===== config.mk =====
export PLATFORM = sky130hd
export DESIGN_NAME = whb_div
export DESIGN_NICKNAME = d
export VERILOG_FILES = /design/src/rtl/core/whb_div.sv
export SDC_FILE = /design/constraint.sdc
export NUM_CORES = 1
export LEC_CHECK = 0
export ABC_AREA = 1
export BUFFER_PORTS_ARGS = -buffer_cell sky130_fd_sc_hd__buf_2
export CELL_PAD_IN_SITES_DETAIL_PLACEMENT = 1
export CELL_PAD_IN_SITES_GLOBAL_PLACEMENT = 1
export CORE_ASPECT_RATIO = 0.5
export CORE_MARGIN = 2
export CORE_UTILIZATION = 46
export DETAILED_ROUTE_END_ITERATION = 12
export GPL_TIMING_DRIVEN = 0
export PLACE_DENSITY = 0.89
export SETUP_SLACK_MARGIN = 0.02
export SLEW_MARGIN = 20
export SYNTH_ARGS = -nofsm -noshare
export SYNTH_HDL_FRONTEND = slang
export SYNTH_SLANG_ARGS = --single-unit

===== constraint.sdc =====
create_clock -name clk_i -period 5 [get_ports clk_i]
set_input_delay 0.5 -clock clk_i [delete_from_list [all_inputs] [get_ports clk_i]]
set_output_delay 0.5 -clock clk_i [all_outputs]
set_load 0.005 [all_outputs]

===== src/rtl/core/whb_div.sv =====
// restoring divider, one quotient bit per cycle, for the bin index
// depends on nothing but its parameters
module whb_div #(
  parameter int unsigned QW = 10,
  parameter int unsigned PW = 43
) (
  input  logic          clk_i,
  input  logic          rst_ni,
  input  logic          start_i,
  input  logic [PW-1:0] dividend_i,
  input  logic [31:0]   divisor_i,
  output logic          done_o,
  output logic [QW-1:0] quotient_o
);

  localparam int unsigned CW = $clog2(QW + 1);

  logic [PW-1:0] rem_q, den_q;
  logic [QW-1:0] quo_q;
  logic [CW-1:0] cnt_q;
  logic          busy_q, done_q;
  logic          ge;

  assign ge = (rem_q >= den_q);

  always_ff @(posedge clk_i or negedge rst_ni) begin
    if (!rst_ni) begin
      busy_q <= 1'b0;
      done_q <= 1'b0;
      cnt_q  <= '0;
    end else begin
      done_q <= 1'b0;
      if (start_i) begin
        busy_q <= 1'b1;
        cnt_q  <= CW'(QW);
      end else if (busy_q) begin
        cnt_q <= cnt_q - CW'(1);
        if (cnt_q == CW'(1)) begin
          busy_q <= 1'b0;
          done_q <= 1'b1;
        end
      end
    end
  end

  always_ff @(posedge clk_i) begin
    if (start_i) begin
      rem_q <= dividend_i;
      den_q <= PW'(divisor_i) << (QW - 1);
      quo_q <= '0;
    end else if (busy_q) begin
      if (ge) begin
        rem_q <= rem_q - den_q;
      end
      quo_q <= QW'({quo_q, ge});
      den_q <= den_q >> 1;
    end
  end

  assign done_o     = done_q;
  assign quotient_o = quo_q;

endmodule


Word-level counts from Yosys, hierarchy flattened:

Index checks and enable logic that the tools add are counted.

* flip-flop bits (word level): 100

* add/subtract/negate cells: 2
* order comparisons: 1
* equal/unequal tests: 1
* multiplexer cells: 13
* reduce and logical (&&, ||, !) cells: 3

Operator list (count)
* 43-bit 2-to-1 mux: 3
* 41-bit 2-to-1 mux: 2
* 43-bit by 41-bit >= comparator with 1-bit output: 1
* 43-bit by 41-bit subtractor with 43-bit output: 1
* 4-bit 2-to-1 mux: 2
* 1-bit 2-to-1 mux: 6
* 4-bit by 1-bit equality test with 1-bit output (second input constant): 1
* 2-bit nonzero test: 2
* 4-bit by 1-bit subtractor with 4-bit output (second input constant): 1
* 2-bit AND reduction: 1

Depth between registers and ports, before layout:

* depth in word-level cells: 4
* depth in mapped cells: 16
* gate-level depth less buffers: 16

Worst setup path after synthesis:

Ideal clock, no wire load.

* path type: register to register
* start: register rem_q[2]
* end: register rem_q[0], enable pin
* data arrival time: 2421 ps
* data required time: 4599 ps
* slack: 2178 ps
* cell stages (with the launch flop): 16
* path buffers: 0
* period minus slack after synthesis: 2822 ps
* cells stage by stage: edfxtp_1 ha_1 nand2_1 nand2_1 inv_2 nand2_2 nand2_1 nand2_2 nand2_2 nand2_2 nand2_2 nand2_1 nand2_1 nand2_1 nand2_1 nand2_1

* cells in the longest elaborated chain, start to end: 3

RTL lines
* start: declaration: RTL line 18 `logic [PW-1:0] rem_q, den_q;`
* start signal: assignment: RTL line 48 `rem_q <= dividend_i;`
* start signal: assignment: RTL line 53 `rem_q <= rem_q - den_q;`
* 43-bit by 41-bit >= comparator with 1-bit output: RTL line 24 `assign ge = (rem_q >= den_q);`
* 2-bit nonzero test (no line)
* 2-bit AND reduction (no line)

No other way between the ends.
A chain may end at the register's enable or synchronous reset.

Final worst setup path:

* start: register den_q[21]
* end: register rem_q[27], enable pin

* cells in the longest elaborated chain, start to end: 3

RTL lines
* start: declaration: RTL line 18
* start signal: assignment: RTL line 49 `den_q <= PW'(divisor_i) << (QW - 1);`
* start signal: assignment: RTL line 56 `den_q <= den_q >> 1;`
* 43-bit by 41-bit >= comparator with 1-bit output: RTL line 24
* 2-bit nonzero test (no line)
* 2-bit AND reduction (no line)

No other way between the ends.

==> metrics.cfg <==
[sta]
slew_headroom_pct = 51.50
final_hold_viol_count = 0
setup-tns-final_ns = 0
finalCriticalPeriod_ns = 3.182
worstMarginPinSlew_ns = 0.7275
fmax_mhz = 314.2
timing.final.crit_share_pct = 63.64
skew_ns = 0.01469
rsz0062_at_grt = false
finalSetupViolCount = 0
slew_violations = 0

[outcome]
status = finished clean

[global_route]
grt_antenna_before_repair = 0
grt_pass1_wl_mm = 38.52
grt_usage_pct = 29.47
grt_pass1_vias = 7514
grt_remaining_overflow = 0
grt_max_degree = 29

[drt]
first_pass_iters = 6
post_drt_via_cell_ratio = 5.252
drt-total-wl_mm = 24.77
drt_iter0_drc = 445
drc_errors = 0
wire_per_inst_um = 17.51
ant_nets = 0
route.vias.total = 7426

[clocking]
clock_path_buffers = 2
post_cts_resized = 0
clkLatencyLatePin_ns = 0.37
ctsHtreeMaxLevel = 3
cts_buffers = 9
cts_tree = built
path_clk_slew_ns = 0.08
cts.sinks = 100
clock_tree.root_cell = clkbuf_16

[cells_and_area]
final-seq-area_sq_um = 2783
nets = 1327
drive_above_1_share_pct = 12.48
syn_to_final_growth_pct = 13.81
fillers = 2115
diodes = 0
multi_input_area_sq_um = 3809

[logic_synthesis]
synth-seq-cells = 100
ys_seq_area_share_pct = 37.31
ys_top_cells_by_area = edfxtp_1 30%, nand2_1 21%, inv_1 11%, ha_1 7.2%, dfxtp_1 5.1%
syn-mean-instance-area_sq_um = 6.762
ys_warn_count = 0
syn_nets = 1225
synth_top_area_cell = edfxtp_1
async_flop_share_pct = 6.000
synth_cell_types = 37
synth_ff_type = edfxtp_1
synth_top_area_share_pct = 30.20
syn_area_sq_um = 7458
netlist_top_cells_count = 415 x nand2_1, 209 x inv_1, 75 x edfxtp_1
synth_cells = 1103
synth_edf_count = 75
yosysMostFrequentCell = nand2_1

[critical_path]
reg2reg_slack_ns = 1.82
required_ns = 5.05
cp_max_fo = 28
r2r_cells = 13
r2r-end = rem_q[27]
start_kind = register
r2r-start = den_q[21]
cp.arrival_ns = 3.23
endpoint_kind = register
crit_type = reg -> reg

[place]
hpwl_mm = 20.12
gp_congestion = 0.9054
port_buffers = 88

[power_and_ir_drop]
p_sw_uw = 2470
power_per_cell_area_nw_per_um2 = 582.3
finalPower_uw = 4942
p_int_uw = 2472
switching_share_pct = 49.98
pwr-share-comb_pct = 60.3
p_clk_share_pct = 14.1
seq_power_share_pct = 25.6
leakage_uw = 0.004466
ir_drop_mv = 0.2194

[min_path]
hold_end = den_q[40]
holdPathStages = 3
hp-start = divisor_i[31]
hold_path_class = in -> reg

[floorplan]
dieHeight_um = 94.04
die_w_um = 184.1
rows = 32
dieArea_sq_um = 17310
start_util_pct = 47.76
io-pin-count = 89
core_sq_um = 15620

[run]
maxCapViolCount = 0

layout make-up:
class                      count  area share (%)
buffer                        19          0.9287
timing repair buffer          91           5.867
clock buffer                  10           2.698
inverter                     211           9.331
clock inverter                 6          0.5159
tap                          204           3.007
sequential                   100           32.78
multi-input combinational    773           44.87
per-layer routing:
| layer | part of all wire (%) | vias to the layer above | track usage, % |
|---|---|---|---|
| met5 | 0 | - | 0 |
| met4 | 0.76 | 0 | 4.800 |
| met3 | 5.1 | 22 | 6.124 |
| met2 | 45 | 141 | 49.62 |
| met1 | 49 | 3593 | 39.86 |
| li1 | - | 3670 | - |
flip-flops by register name, indices dropped and copies added, names as in the netlist:
name	flops
busy_q	1
done_o	1
quotient_o	10
den_q	41
cnt_q	4
rem_q	43
power groups by stage:
| stage | combinational (uW) | sequential, uW | clock [uW] |
|---|---|---|---|
| global route | 3340 | 1290 | 721 |
| finish | 2980 | 1270 | 698 |
| detailed placement | 2900 | 1280 | 0 |
| CTS | 2950 | 1270 | 697 |
| floorplan | 2070 | 1260 | 0 |
| global placement | 2790 | 1270 | 0 |
logic make-up after synthesis:
logic type	after synthesis	share of synthesized area [%]
adders and majority gates	44	7.482
DFF	100	37.31
buffers and inverters	230	11.66
AOI/OAI and AO/OA	118	8.472
and+or+nand+nor	600	33.79
xor gates and xnor gates	11	1.292
repair_timing:
| action | in CTS | in global routing |
|---|---|---|
| hold endpoints to repair | 6 | 0 |
| setup buffers | 0 | 0 |
| hold buffers | 1 | 0 |
how the worst max path moves through the flow:
stage	from	end	slack, ns
floorplan	rem_q[2]	rem_q[0]	2.18
global placement	den_q[21]	rem_q[12]	1.05
detailed placement	rem_q[21]	rem_q[12]	1.90
CTS	den_q[21]	rem_q[27]	1.84
global route	den_q[21]	rem_q[16]	1.60
finish	den_q[21]	rem_q[27]	1.82
layout by cell type (no fill, tap or decap), types with 6 or more instances in the layout:
| cell type | netlist | layout |
|---|---|---|
| nand2_2 | 13 | 14 |
| dfrtp_1 | 6 | 6 |
| clkbuf_1 | 11 | 12 |
| clkbuf_16 | 0 | 9 |
| nand3_1 | 57 | 57 |
| xnor2_1 | 8 | 8 |
| nand4_1 | 7 | 7 |
| o22ai_1 | 15 | 15 |
| buf_2 | 5 | 94 |
| nor2_1 | 65 | 65 |
| or2_2 | 6 | 6 |
| inv_1 | 209 | 209 |
| ha_1 | 43 | 43 |
| dfxtp_1 | 19 | 19 |
| nor2_2 | 9 | 9 |
| o21ai_0 | 53 | 53 |
| a21oi_1 | 36 | 36 |
| nand3_2 | 7 | 7 |
| edfxtp_1 | 75 | 75 |
| nand2_1 | 415 | 414 |
critical path: stages (launching register included):
cell and delay, ns:
edfxtp_1 0.35, inv_1 0.07, ha_1 0.36, nand2_1 0.16
nor2_1 0.31, nand2_1 0.24, nor2_1 0.28, nor2_1 0.09
nand2_1 0.09, nand2_1 0.05, nand2_1 0.11, nand2_1 0.08
nand2_2 0.36, buf_12 0.29
metrics by stage:
stage	hold WS, ns	setup WS, ns	utilization, %	cell area (sq um)	cells
floorplan	0.2044	2.178	-	7458	1103
global placement	0.3265	1.046	52.22	8154	1395
detailed placement	0.3325	1.904	52.55	8205	1397
CTS	0.3936	1.840	54.36	8488	1414
global route	0.4089	1.604	54.36	8488	1414
finish	0.3993	1.818	54.36	8488	1414
Note: power is estimated with default switching activity, not from simulation.
